File: src/rtl/core/bb3_pkg.sv
// Package for the 3x3 RGB box blur core: pixel, job and sum types, divisor
// codes and reciprocal constants for the averaging pipeline.
// No dependencies.
package bb3_pkg;

  localparam int CHAN_W    = 16;
  localparam int CFG_W     = 11;
  localparam int CFG_RESET = 32;
  localparam int POS_OUT_W = 10;
  localparam int CSUM_W    = CHAN_W + 2;
  localparam int HSUM_W    = CHAN_W + 4;

  localparam int RECIP_SHIFT = HSUM_W + 4;
  localparam int RECIP_W     = RECIP_SHIFT - 1;
  localparam int PROD_W      = HSUM_W + RECIP_W;

  localparam int RECIP_4 = (1 << RECIP_SHIFT) / 4;
  localparam int RECIP_6 = ((1 << RECIP_SHIFT) + 5) / 6;
  localparam int RECIP_9 = ((1 << RECIP_SHIFT) + 8) / 9;

  localparam int Q_DEPTH = 4;
  localparam int Q_AW    = $clog2(Q_DEPTH);

  localparam logic [1:0] DIV4 = 2'd0;
  localparam logic [1:0] DIV6 = 2'd1;
  localparam logic [1:0] DIV9 = 2'd2;

  // channel 0 red, 1 green, 2 blue
  typedef logic [2:0][CHAN_W-1:0] pix_t;
  // row 0 is r-2, row 1 is r-1, row 2 is r
  typedef pix_t [2:0] col_t;

  typedef struct packed {
    pix_t older;
    pix_t newer;
  } line_t;

  typedef logic [2:0][CSUM_W-1:0] csum_t;
  typedef csum_t [2:0] cset_t;

  typedef struct packed {
    cset_t                sum_a;
    cset_t                sum_b;
    logic [POS_OUT_W-1:0] row;
    logic [POS_OUT_W-1:0] col;
    logic                 top3;
    logic                 left3;
    logic                 bot;
    logic                 right;
  } job_t;

  typedef struct packed {
    logic [POS_OUT_W-1:0] row;
    logic [POS_OUT_W-1:0] col;
    logic                 run_end;
    logic                 frame_end;
  } meta_t;

  function automatic logic [RECIP_W-1:0] recip(input logic [1:0] code);
    logic [RECIP_W-1:0] r;
    case (code)
      DIV6:    r = RECIP_W'(RECIP_6);
      DIV9:    r = RECIP_W'(RECIP_9);
      default: r = RECIP_W'(RECIP_4);
    endcase
    return r;
  endfunction

endpackage

File: src/rtl/core/bb3_back.sv
// Back end of the box blur: expands a job into its smoothed pixels, sums the
// columns and divides by 4, 6 or 9 through a reciprocal multiply. Depends on bb3_pkg.
module bb3_back (
  input  logic                         clk,
  input  logic                         rst_n,
  input  logic                         head_valid,
  input  bb3_pkg::job_t                head,
  output logic                         pop,
  output logic                         out_valid,
  input  logic                         out_ready,
  output logic [bb3_pkg::POS_OUT_W-1:0] out_row,
  output logic [bb3_pkg::POS_OUT_W-1:0] out_col,
  output logic [bb3_pkg::CHAN_W-1:0]   out_red,
  output logic [bb3_pkg::CHAN_W-1:0]   out_green,
  output logic [bb3_pkg::CHAN_W-1:0]   out_blue,
  output logic                         out_run_end,
  output logic                         out_frame_end
);
  import bb3_pkg::*;

  logic                   adv;
  logic                   yi_r;
  logic                   xi_r;
  logic                   last_sub;
  logic                   issue;
  cset_t                  sel;
  logic [2:0][HSUM_W-1:0] hsum;
  logic                   rows3;
  logic                   cols3;
  logic [1:0]             div_code;
  meta_t                  meta;

  logic                   b1_valid_r;
  logic [2:0][HSUM_W-1:0] b1_sum_r;
  logic [RECIP_W-1:0]     b1_rcp_r;
  meta_t                  b1_meta_r;

  logic                   b2_valid_r;
  logic [2:0][PROD_W-1:0] b2_prod_r;
  meta_t                  b2_meta_r;

  logic                   out_valid_r;
  pix_t                   out_pix_r;
  meta_t                  out_meta_r;

  assign adv      = !out_valid_r || out_ready;
  assign issue    = adv && head_valid;
  assign last_sub = (xi_r || !head.right) && (yi_r || !head.bot);
  assign pop      = issue && last_sub;

  always_comb begin
    logic [HSUM_W-1:0] side_sum;
    sel = yi_r ? head.sum_b : head.sum_a;
    for (int k = 0; k < 3; k++) begin
      side_sum = HSUM_W'(sel[1][k]) + HSUM_W'(sel[2][k]);
      hsum[k]  = (!xi_r && head.left3) ? side_sum + HSUM_W'(sel[0][k]) : side_sum;
    end
    rows3 = !yi_r && head.top3;
    cols3 = !xi_r && head.left3;
    if (rows3 && cols3) begin
      div_code = DIV9;
    end else if (rows3 || cols3) begin
      div_code = DIV6;
    end else begin
      div_code = DIV4;
    end
    meta.row       = yi_r ? head.row : head.row - POS_OUT_W'(1);
    meta.col       = xi_r ? head.col : head.col - POS_OUT_W'(1);
    meta.run_end   = last_sub;
    meta.frame_end = yi_r && xi_r;
  end

  always_ff @(posedge clk) begin
    if (!rst_n) begin
      yi_r        <= 1'b0;
      xi_r        <= 1'b0;
      b1_valid_r  <= 1'b0;
      b2_valid_r  <= 1'b0;
      out_valid_r <= 1'b0;
    end else begin
      if (issue) begin
        if (last_sub) begin
          yi_r <= 1'b0;
          xi_r <= 1'b0;
        end else if (!xi_r && head.right) begin
          xi_r <= 1'b1;
        end else begin
          yi_r <= 1'b1;
          xi_r <= 1'b0;
        end
      end
      if (adv) begin
        b1_valid_r  <= head_valid;
        b2_valid_r  <= b1_valid_r;
        out_valid_r <= b2_valid_r;
      end
    end
  end

  always_ff @(posedge clk) begin
    if (adv) begin
      b1_sum_r  <= hsum;
      b1_rcp_r  <= recip(div_code);
      b1_meta_r <= meta;
      for (int k = 0; k < 3; k++) begin
        b2_prod_r[k] <= {{RECIP_W{1'b0}}, b1_sum_r[k]} * {{HSUM_W{1'b0}}, b1_rcp_r};
        out_pix_r[k] <= b2_prod_r[k][RECIP_SHIFT +: CHAN_W];
      end
      b2_meta_r  <= b1_meta_r;
      out_meta_r <= b2_meta_r;
    end
  end

  assign out_valid     = out_valid_r;
  assign out_row       = out_meta_r.row;
  assign out_col       = out_meta_r.col;
  assign out_red       = out_pix_r[0];
  assign out_green     = out_pix_r[1];
  assign out_blue      = out_pix_r[2];
  assign out_run_end   = out_meta_r.run_end;
  assign out_frame_end = out_meta_r.frame_end;

endmodule

File: config.mk
export PLATFORM = sky130hd
export DESIGN_NAME = bb3_back
export DESIGN_NICKNAME = d
export VERILOG_FILES = /design/src/rtl/core/bb3_pkg.sv /design/src/rtl/core/bb3_back.sv
export SDC_FILE = /design/constraint.sdc
export NUM_CORES = 2
export LEC_CHECK = 0
export BUFFER_PORTS_ARGS = -buffer_cell sky130_fd_sc_hd__buf_2
export CORE_MARGIN = 8
export CORE_UTILIZATION = 65
export CTS_CLUSTER_SIZE = 40
export DETAILED_ROUTE_END_ITERATION = 10
export PLACE_DENSITY = 0.87
export SYNTH_ARGS = -nofsm -noshare
export SYNTH_HDL_FRONTEND = slang
export SYNTH_SLANG_ARGS = --single-unit
File: constraint.sdc
create_clock -name clk -period 11.4 [get_ports clk]
set_clock_uncertainty 0.2 [all_clocks]
set_input_delay 1.14 -clock clk [delete_from_list [all_inputs] [get_ports clk]]
set_output_delay 1.14 -clock clk [all_outputs]
set_load 0.02 [all_outputs]
==> impl_results.md <==
- I/O pin count: 424
- Synth-to-layout area growth: 9.484%
- Routed WL: 113100 um
- Initial antenna violation count: 3
- # DRC: 0
- Synth Area in Compound Gates: 0.06702
- Multi-input gate area: 31070 um^2
- Minimum clock period: 8483 ps
- Cell Chain, Critical Path: buf_4 > and2_1 > fa_1 > fa_1 > fa_1 > inv_1 > fa_1 > inv_1 > fa_1 > fa_1 > inv_1 > fa_1 > inv_1 > ha_1 > a222oi_1 > nor4b_2 > o211ai_1 > a21oi_2 > a21oi_2 > o21ai_2 > a21oi_2 > o311a_1 > a311o_1
- CTS buffer count: 29
- #FFs+latches synth: 231
- Critical Path Start Type: flop
- Synth Cell Area: 42360 um^2
- TritonCTS clock tree: done
- First-pass GRT wire length: 179000 um
- CTS Sinks: 231
- Post-synth EDFFs: 226
- Final Cell Area: 46380 um^2
- Vias: 30250
- Simple-gate share of the synthesized area: 0.07263
- Count leader, synth: inv_1
- Combinational family with the most area after synthesis: adder cells
- DIE AREA: 73600 um^2
- Die Ht: 271.3 um
- Yosys top cell by area: fa_1
- Initial DRC count: 2116
- Die Wd: 271.3 um
- GRT Residual Overflow: 0
- Skew-Pair Late Insertion Delay: 590 ps
- Synth Area in Adders: 0.4991
- Final net count: 6209
- Synth top area share: 0.3062
- Worst-path clk slew: 70 ps
- Post-DP HPWL: 99200 um
- Final period util: 0.7441
- WS Path Type: flop to flop
- Cell variety after synth: 81
- Arrival time worst endpoint: 8610 ps
- # hold bufs at CTS: 0
- Hold WC Path Type: flop to flop
- Final Max Tran Viols: 0
- Synthesized Nets: 5807
- Slew HR: 0.2289
- Sequential cell area fraction in the yosys report: 0.1626
- Max-cap violation count: 0
- YS warnings: 0
- Crit-path max cell delay: 990 ps
- Top post-synthesis cells by count: 1114 x inv_1, 653 x ha_1, 648 x fa_1
- Most frequent cell on the critical path: fa_1
- CP endpoint kind: flop
- Longest Clk Path Bufs: 3
- ANT nets after route: 0
- First-pass DRT Iterations: 7
- ANT cells: 0
- Port bufs: 423
- Worst-path fanout max: 32
- Slew @ Worst Pin: 1155 ps
- Drt wl/cell: 20.82 um
- Post-Synth XOR/XNOR Area: 0.04693
- FP Rows: 93
- Status: finished clean
- H-tree Lvls: 1
- Largest net degree at the start of global routing: 125
- Final hold violations: 0
- Root buffer cell: clkbuf_16
- Vias in the first global route: 33040
- Fin Hold WS: 212.2 ps
- Post-CTS setup repair buffer count: 0
- Layout cells sized above 1: 0.1522
- Reg area: 6890 um^2
- Placed cell areas: 45410 um^2
- Vias per cell: 5.567
- Avg Inst Size Synth: 10.20 um^2
- RSZ-0062 raised after global routing: false
- Ys flop type: edfxtp_1
- Total GRT Usage: 0.3098
- Cells after synthesis: 4154
- CTS resizes: 0
- Setup Total Neg Slack: 0 ps
- Critical path's slowest cell: edfxtp_1
- Initial core utilization: 0.6571
- Req. time, crit path: 11530 ps
- Multiplexer share of the synthesized area: 0.04761
- CORE AREA: 64460 um^2
- Synth async-reset ratio: 0
- Fill cell count: 4723
- Synth top area cells: fa_1 31%, ha_1 19%, edfxtp_1 16%
- Fmax: 0.1179 GHz
- Final GP Congestion: 1.025
- Finish-stage setup viols: 0
==> state kept, by name, indices dropped and copies added, names as in the netlist <==
name,cells
b1_valid_r,1
out_valid,1
out_frame_end,1
b1_rcp_r,4
b2_prod_r,48
out_red,16
b1_sum_r,60
b1_meta_r,22
out_green,16
out_run_end,1
out_col,10
yi_r,1
b2_valid_r,1
out_blue,16
xi_r,1
out_row,10
b2_meta_r,22
==> cell type report <==
cell class	count	area share
Timing Repair Buffer	432	0.04737
Sequential cell	231	0.1486
Multi-Input combinational cell	2748	0.6698
Clock inverter	22	0.005045
Tap cell	855	0.02307
Clock buffer	31	0.01581
Inverter	1114	0.09032
==> critical path: cells and delay by family (launching register included) <==
family / cells / cell delay [ps]
AOI/OAI and AO/OA: 8 / 1810
DFF: 1 / 990
adders and majority gates: 8 / 3860
buffers and inverters: 5 / 750
and+or+nand+nor: 2 / 570
==> cell families after synthesis <==
group	after synthesis
xor gates and xnor gates	227
muxes	179
AOI/OAI and AO/OA	417
buffers and inverters	1175
DFF	231
and+or+nand+nor	624
adders and majority gates	1301
==> path summary, 6_finish.rpt <==
kind                                      from  cells after the start  slack (ps)             to
worst max register to register    b1_rcp_r[20]                     23        2920  b2_prod_r[38]
worst min-delay path            b2_prod_r[111]                      0         210    out_blue[1]
worst max-delay path              b1_rcp_r[20]                     23        2920  b2_prod_r[38]
worst min register to register  b2_prod_r[111]                      0         210    out_blue[1]
==> metal layers <==
layer  part of all wire  routed length [um]  global-route usage
met1               0.39               44510              0.3887
met2               0.48               54220              0.5272
met3              0.088                9934             0.06928
met4              0.039                4421              0.1066
met5            0.00024                  27                   0
==> placed cells by master (no fill, tap or decap), drive strengths merged, types with 31 or more instances in the layout <==
cell | netlist | final
inv | 1114 | 1121
ha | 653 | 653
fa | 648 | 648
buf | 4 | 432
nand2 | 229 | 229
edfxtp | 226 | 226
mux2 | 177 | 177
and2 | 146 | 146
xnor2 | 144 | 144
a21oi | 130 | 130
nor2 | 87 | 87
xor2 | 83 | 83
a21o | 74 | 74
o21ai | 70 | 70
nor3 | 38 | 38
clkbuf | 57 | 31
==> per-stage QoR <==
stage	util	instances	setup slack (ps)
4_1_cts	0.7195	5433	2954
2_1_floorplan	-	4154	3087
3_5_place_dp	0.7045	5380	2983
6_report	0.7195	5433	2917
3_3_place_gp	0.7045	5380	3130
5_1_grt	0.7195	5433	2555
Power is left out: the tool's default activity adds up to more than one toggle a clock period on the data nets, which glitch-free logic cannot reach.
