File: config.mk
export PLATFORM = sky130hd
export DESIGN_NAME = bb3_fifo
export DESIGN_NICKNAME = d
export VERILOG_FILES = /design/src/rtl/core/bb3_pkg.sv /design/src/rtl/core/bb3_fifo.sv
export SDC_FILE = /design/constraint.sdc
export NUM_CORES = 1
export LEC_CHECK = 0
export ABC_AREA = 0
export BUFFER_PORTS_ARGS = -buffer_cell sky130_fd_sc_hd__clkbuf_2
export CAP_MARGIN = 15
export CORE_MARGIN = 8
export CORE_UTILIZATION = 45
export CTS_BUF_LIST = sky130_fd_sc_hd__clkbuf_16
export DETAILED_ROUTE_END_ITERATION = 8
export HOLD_SLACK_MARGIN = 0.1
export PLACE_DENSITY = 0.68
export SYNTH_ARGS = -nofsm -noshare
export SYNTH_HDL_FRONTEND = slang
export SYNTH_SLANG_ARGS = --single-unit
File: constraint.sdc
create_clock -name clk -period 22.7 [get_ports clk]
set_clock_uncertainty 0.2 [all_clocks]
set_input_delay 1.135 -clock clk [delete_from_list [all_inputs] [get_ports clk]]
set_output_delay 1.135 -clock clk [all_outputs]
set_load 0.01 [all_outputs]
File: src/rtl/core/bb3_pkg.sv
// Package for the 3x3 RGB box blur core: pixel, job and sum types, divisor
// codes and reciprocal constants for the averaging pipeline.
// No dependencies.
package bb3_pkg;

  localparam int CHAN_W    = 16;
  localparam int CFG_W     = 11;
  localparam int CFG_RESET = 32;
  localparam int POS_OUT_W = 10;
  localparam int CSUM_W    = CHAN_W + 2;
  localparam int HSUM_W    = CHAN_W + 4;

  localparam int RECIP_SHIFT = HSUM_W + 4;
  localparam int RECIP_W     = RECIP_SHIFT - 1;
  localparam int PROD_W      = HSUM_W + RECIP_W;

  localparam int RECIP_4 = (1 << RECIP_SHIFT) / 4;
  localparam int RECIP_6 = ((1 << RECIP_SHIFT) + 5) / 6;
  localparam int RECIP_9 = ((1 << RECIP_SHIFT) + 8) / 9;

  localparam int Q_DEPTH = 4;
  localparam int Q_AW    = $clog2(Q_DEPTH);

  localparam logic [1:0] DIV4 = 2'd0;
  localparam logic [1:0] DIV6 = 2'd1;
  localparam logic [1:0] DIV9 = 2'd2;

  // channel 0 red, 1 green, 2 blue
  typedef logic [2:0][CHAN_W-1:0] pix_t;
  // row 0 is r-2, row 1 is r-1, row 2 is r
  typedef pix_t [2:0] col_t;

  typedef struct packed {
    pix_t older;
    pix_t newer;
  } line_t;

  typedef logic [2:0][CSUM_W-1:0] csum_t;
  typedef csum_t [2:0] cset_t;

  typedef struct packed {
    cset_t                sum_a;
    cset_t                sum_b;
    logic [POS_OUT_W-1:0] row;
    logic [POS_OUT_W-1:0] col;
    logic                 top3;
    logic                 left3;
    logic                 bot;
    logic                 right;
  } job_t;

  typedef struct packed {
    logic [POS_OUT_W-1:0] row;
    logic [POS_OUT_W-1:0] col;
    logic                 run_end;
    logic                 frame_end;
  } meta_t;

  function automatic logic [RECIP_W-1:0] recip(input logic [1:0] code);
    logic [RECIP_W-1:0] r;
    case (code)
      DIV6:    r = RECIP_W'(RECIP_6);
      DIV9:    r = RECIP_W'(RECIP_9);
      default: r = RECIP_W'(RECIP_4);
    endcase
    return r;
  endfunction

endpackage

File: src/rtl/core/bb3_fifo.sv
// Job queue between the front end and the averaging back end.
// Small register file with head read; depends on bb3_pkg.
module bb3_fifo (
  input  logic          clk,
  input  logic          rst_n,
  input  logic          push,
  input  bb3_pkg::job_t push_data,
  output logic          has_space,
  input  logic          pop,
  output logic          not_empty,
  output bb3_pkg::job_t head
);
  import bb3_pkg::*;

  job_t            q_mem [Q_DEPTH];
  logic [Q_AW-1:0] wr_ptr_r;
  logic [Q_AW-1:0] rd_ptr_r;
  logic [Q_AW:0]   count_r;

  assign has_space = count_r != (Q_AW + 1)'(Q_DEPTH);
  assign not_empty = count_r != '0;
  assign head      = q_mem[rd_ptr_r];

  always_ff @(posedge clk) begin
    if (push) begin
      q_mem[wr_ptr_r] <= push_data;
    end
  end

  always_ff @(posedge clk) begin
    if (!rst_n) begin
      wr_ptr_r <= '0;
      rd_ptr_r <= '0;
      count_r  <= '0;
    end else begin
      if (push) begin
        wr_ptr_r <= wr_ptr_r + Q_AW'(1);
      end
      if (pop) begin
        rd_ptr_r <= rd_ptr_r + Q_AW'(1);
      end
      case ({push, pop})
        2'b10:   count_r <= count_r + (Q_AW + 1)'(1);
        2'b01:   count_r <= count_r - (Q_AW + 1)'(1);
        default: count_r <= count_r;
      endcase
    end
  end

endmodule

==> results.py, run 1 <==
metrics = {
    "outcome": {
        "status": "complete, no violations",
    },
    "die": {
        "die_h_um": 355,
        "die_area_um2": 126000,
        "ios": 702,
        "initial_core_util_pct": 45.2,
        "core.rowCount": 124,
        "die_w_um": 355,
        "core_um2": 114000,
    },
    "clock_network": {
        "cts_inserted_buffers": 141,
        "holdBufCountCts": 0,
        "cts_buffer_depth": 3,
        "cts_tree": "done",
        "cts_resized": 0,
        "clock_sinks": 1401,
        "cts_setup_buffers": 0,
        "clkSlewWorstSetupHoldPaths_ns": 0.06,
        "htreeDepth": 4,
        "insertion_delay_ns": 0.72,
        "clockRootBuffer": "clkbuf_16",
    },
    "place": {
        "gp_congestion": 0.770,
        "io_buffers": 701,
        "dp_hpwl_um": 72300,
        "dpl.cell_count": 4025,
        "placedInstanceArea_um2": 56600,
    },
    "timing": {
        "tightest_slew_ns": 1.20,
        "fin_setup_tns_ns": 0,
        "min_period_ns": 6.57,
        "drv_slew": 0,
        "period_share_pct": 28.9,
        "fmax_ghz": 0.152,
        "rsz0062_at_grt": "false",
        "setup_viol": 0,
        "max_slew_margin_pct": 19.8,
        "hold_violations": 0,
    },
    "final_layout": {
        "drive_gt1_share_pct": 37.7,
        "area_growth_syn_to_layout_pct": 18.5,
        "fin_area_um2": 61100,
        "nets": 3014,
        "nFillCells": 8597,
        "final_cells": 4304,
    },
    "global_routing": {
        "grt_pass1_wl_um": 163000,
        "grt_antenna_before_repair": 37,
        "grtUsageTotal_pct": 17.3,
        "grt_pass1_vias": 24500,
        "grt_max_degree": 160,
        "gr-total-overflow": 0,
    },
    "critical_path": {
        "worstPathRequired_ns": 21.37,
        "crit_type": "reg2out",
        "worst_setup_path_end_kind": "output pin",
        "worst_setup_path_start_kind": "flop",
        "worst-path-max-fanout": 60,
        "cp.arrival_ns": 5.23,
    },
    "routing": {
        "wl_um": 112000,
        "drtIter0Drc": 1570,
        "ant_nets": 0,
        "drt_first_pass_iters": 5,
        "avgRoutedWirePerCell_um": 26.1,
        "viasPerCell": 5.37,
        "via_count": 23100,
        "drc": 0,
    },
    "power": {
        "power.density_nw_per_um2": 93.6,
        "switchingPower_mw": 1.29,
        "pwr-share-clk_pct": 38.1,
        "intPower_mw": 4.43,
        "switching_share_pct": 22.5,
        "power_mw": 5.72,
        "combinationalPowerShare_pct": 9.3,
        "p_seq_share_pct": 52.6,
        "cellLeakagePower_nw": 21.0,
        "peakVddDrop_v": 0.0000632,
    },
    "synthesis": {
        "synth_area_per_cell_um2": 27.7,
        "synth_cell_type_count": 21,
        "synthCells": 1864,
        "ys_seq_area_share_pct": 81.4,
        "syn-num-nets": 2222,
        "ys_warn_count": 0,
        "syn_area_um2": 51600,
        "synth_seq_cells": 1401,
    },
    "worst_hold_path": {
        "hold_path.class": "reg2reg",
    },
    "run": {
        "max-cap-violations": 0,
    },
}
synthesized netlist by cell type:
master,number,area [µm²]
clkbuf_1,5,18.8
buf_2,36,180
mux2i_1,1,10.0
or3_1,2,12.5
o21ai_0,2,10.0
buf_8,4,60.1
nand2_1,2,7.51
and2_1,10,62.6
nand3_1,1,5.00
xor2_1,3,26.3
ha_1,5,62.6
xnor2_1,2,17.5
buf_6,33,372
inv_1,6,22.5
dfxtp_1,9,180
nor2b_1,1,6.26
edfxtp_1,1392,41800
mux4_1,226,5940
fa_1,1,20.0
a21boi_0,1,7.51
mux4_2,122,2750
through the flow:
stage | setup slack [ns] | hold WS [ns] | utilization [%]
after floorplan | 12.78 | 0.272 | -
after global placement | 16.74 | 0.285 | 49.6
after detailed placement | 16.72 | 0.372 | 49.6
after CTS | 15.88 | 0.332 | 53.5
after global routing | 15.70 | 0.362 | 53.6
final | 16.13 | 0.384 | 53.6
power groups by stage:
stage / combinational [mW] / clock, mW / sequential (mW)
after floorplan: 0.305 / 0 / 3.09
after global placement: 0.535 / 0 / 3.05
after detailed placement: 0.545 / 0 / 3.06
after CTS: 0.546 / 2.24 / 3.01
after global routing: 0.568 / 2.33 / 3.02
final: 0.533 / 2.18 / 3.01
sequential cells by signal, summed over array words and instances (netlist names), named ones only:
| signal | cells |
|---|---|
| count_r | 3 |
| q_mem | 1392 |
| rd_ptr_r | 2 |
| wr_ptr_r | 2 |
area by class of cell:
type                            count  area [µm²]  share of cell area [%]
Timing Repair Buffer              727        3750                    6.14
Clock buffer                      141        3530                    5.78
Multi-Input combinational cell    379        8940                    14.6
Clock inverter                    109         897                    1.47
Tap cell                         1512        1890                    3.10
Antenna cell                       29        72.6                   0.119
Sequential cell                  1401       42000                    68.7
Inverter                            6        22.5                  0.0369
cell families after synthesis:
group                    share of synthesized area [%]
flip-flops                                        81.4
multiplexers                                      16.9
buffers and inverters                             1.27
AND/OR/NAND/NOR                                  0.182
adder cells (fa/ha/maj)                          0.160
XOR/XNOR                                        0.0849
AO/OA/AOI/OAI                                   0.0340
final timing paths:
check / from / endpoint / slack [ns] / cells past startpoint
worst max-delay path: flop / head[206] / 16.13 / 5
worst min-delay path: wr_ptr_r[1]$_SDFFE_PN0P_ / wr_ptr_r[1]$_SDFFE_PN0P_ / 0.38 / 2
worst max register to register: wr_ptr_r[0]$_SDFFE_PN0P_ / q_mem[0][187]$_DFFE_PP_ / 18.83 / 5
worst min register to register: wr_ptr_r[1]$_SDFFE_PN0P_ / wr_ptr_r[1]$_SDFFE_PN0P_ / 0.38 / 2
cells in the final DEF, fill, tap and decap left out, drive strengths merged, types with 2 or more instances in the layout:
cell type,count
diode,29
buf,26
bufinv,8
edfxtp,1392
xnor2,2
xor2,3
o21ai,2
ha,5
clkbuf,842
nand2,2
inv,40
mux4,348
dfxtp,9
and2,10
clkinv,62
clkinvlp,5
or3,2
critical path: stages (launching register included):
cell,delay (ns)
dfxtp_4,0.94
buf_4,0.82
buf_4,0.97
buf_4,0.79
mux4_1,0.66
clkbuf_2,0.15
per-layer routing:
layer | part of all wire [%] | global-route usage (%)
met5 | 0.076 | 0
met3 | 8.2 | 5.97
met2 | 51 | 29.1
met4 | 4.4 | 8.47
met1 | 36 | 19.8
(Power assumes the default switching activity.)
==> run 2: changes to the inputs <==
Settings changed: PLACE_DENSITY 0.68 to 0.7.
Clock period 22.7 ns to 5.35 ns, I/O delays scaled along.
==> run 2 against run 1 <==
Via count rose by 15%. Global-route usage rose by 2.4 points. Flip-flop and latch count did not move. Critical path depth fell by 2. Register-to-register slack got worse by 16 ns. Critical endpoint is now head[256].
==> results.py, run 2 (synthesis gave the netlist of run 1 again) <==
metrics = {
    "place": {
        "dpl_worst_slack_ns": 2.31,
        "dp_hpwl_um": 73700,
        "gp_congestion": 0.790,
        "dpl.cell_count": 4040,
        "placedInstanceArea_um2": 56800,
        "io_buffers": 701,
    },
    "routing": {
        "drt_first_pass_iters": 5,
        "viasPerCell": 5.36,
        "via_count": 26500,
        "avgRoutedWirePerCell_um": 25.7,
        "drtIter0Drc": 1809,
        "ant_nets": 0,
        "wl_um": 127000,
        "drc": 0,
    },
    "critical_path": {
        "crit_type": "reg2out",
        "timing.rr.start": "wr_ptr_r[0]$_SDFFE_PN0P_",
        "worst_setup_path_end_kind": "output pin",
        "worst_setup_path_start_kind": "flop",
        "cp_slowest_cell": "dfxtp_4",
        "worstPathRequired_ns": 4.88,
        "worst-r2r-cell-count": 4,
        "worst-path-max-fanout": 79,
        "cp.arrival_ns": 3.25,
        "path_cells": "buf_12 > mux4_1 > clkbuf_2",
        "slowest_delay_ns": 0.91,
    },
    "power": {
        "p_seq_share_pct": 51.3,
        "switching_share_pct": 23.0,
        "combinationalPowerShare_pct": 11.0,
        "pwr-share-clk_pct": 37.8,
        "peakVddDrop_v": 0.000375,
        "intPower_mw": 19.2,
        "cellLeakagePower_nw": 23.8,
        "power.density_nw_per_um2": 369,
        "switchingPower_mw": 5.74,
        "power_mw": 24.9,
    },
    "timing": {
        "timing.hold.ws_ns": 0.157,
        "fmax_ghz": 0.269,
        "tightest_slew_ns": 0.950,
        "rsz0062_at_grt": "false",
        "drv_slew": 0,
        "max_slew_margin_pct": 36.7,
        "setup_viol": 0,
        "period_share_pct": 69.6,
        "min_period_ns": 3.72,
        "fin_setup_tns_ns": 0,
        "hold_violations": 0,
        "fin_ws_ns": 1.63,
    },
    "global_routing": {
        "grt_max_degree": 114,
        "grtUsageTotal_pct": 19.7,
        "grt_antenna_before_repair": 25,
        "grt_pass1_vias": 28600,
        "gr-total-overflow": 0,
        "grt_pass1_wl_um": 186000,
    },
    "clock_network": {
        "clkSlewWorstSetupHoldPaths_ns": 0.05,
        "cts_buffer_depth": 3,
        "cts_tree": "done",
        "clockRootBuffer": "clkbuf_16",
        "clock_sinks": 1401,
        "insertion_delay_ns": 0.71,
        "htreeDepth": 4,
        "cts_inserted_buffers": 144,
    },
    "die": {
        "die_w_um": 355,
        "core.rowCount": 124,
        "core_um2": 114000,
        "ios": 702,
        "die_h_um": 355,
        "initial_core_util_pct": 45.2,
        "die_area_um2": 126000,
    },
    "final_layout": {
        "largestRegisters": "q_mem: 1392 flops, count_r: 3 flops",
        "fin_area_um2": 67600,
        "final_cells": 4939,
        "largest_reg_flops": 1392,
        "post-route-util_pct": 59.3,
        "layout_common_cells": "edfxtp_1 (1392), clkbuf_2 (701), dlygate4sd3_1 (617)",
        "regMostFlops": "q_mem",
        "final_common_cell": "edfxtp_1",
        "nets": 3649,
        "drive_gt1_share_pct": 31.4,
        "area_growth_syn_to_layout_pct": 31.0,
    },
    "worst_hold_path": {
        "hp-start": "push_data[250]",
        "hold_path.class": "in2reg",
        "hold_depth": 2,
    },
    "run": {
        "max-cap-violations": 0,
    },
    "outcome": {
        "status": "complete, no violations",
    },
}
==> run 2: layer usage <==
metal	up-vias	wire (µm)	track usage (%)
met1	13700	45900	22.8
met3	246	10600	5.99
met4	4	5210	8.50
met2	1233	65400	34.0
li1	11300	-	-
met5	-	21	0
==> run 2: final timing paths <==
check                                  to  slack (ns)
setup reg to reg   q_mem[0][26]$_DFFE_PP_        2.63
hold / removal    q_mem[1][250]$_DFFE_PP_        0.16
hold reg to reg   count_r[2]$_SDFFE_PN0P_        0.35
setup / recovery                head[256]        1.63
==> run 2: worst max-delay path, delay by kind of cell, from the launching register on <==
kind	cells	cell delay [ns]
DFF	1	0.91
buffers and inverters	2	0.72
muxes	1	0.71
==> run 2: power by group through the flow <==
stage	Clock, mW	Sequential (mW)	Combinational [mW]
global placement	0	13.0	2.30
CTS	9.52	12.8	2.73
detailed placement	0	13.0	2.34
floorplan	0	13.0	1.30
global route	10.0	12.8	2.89
finish	9.42	12.8	2.73
==> run 2: cell type report <==
class                   instances  area [µm²]
diodes                         27        67.6
multi-input cells             379        8940
fillers                      7790       46500
repair buffers               1359       10200
inverters                       6        22.5
clock buffers                 146        3650
well taps                    1512        1890
flip-flops and latches       1401       42000
clock inverters               109         827
==> run 2: what timing repair did <==
action | 4_1_cts | 5_1_grt
hold buffers | 616 | 1
hold endpoints to repair | 1428 | 4
gates resized for setup | 0 | 0
buffers inserted | 0 | 0
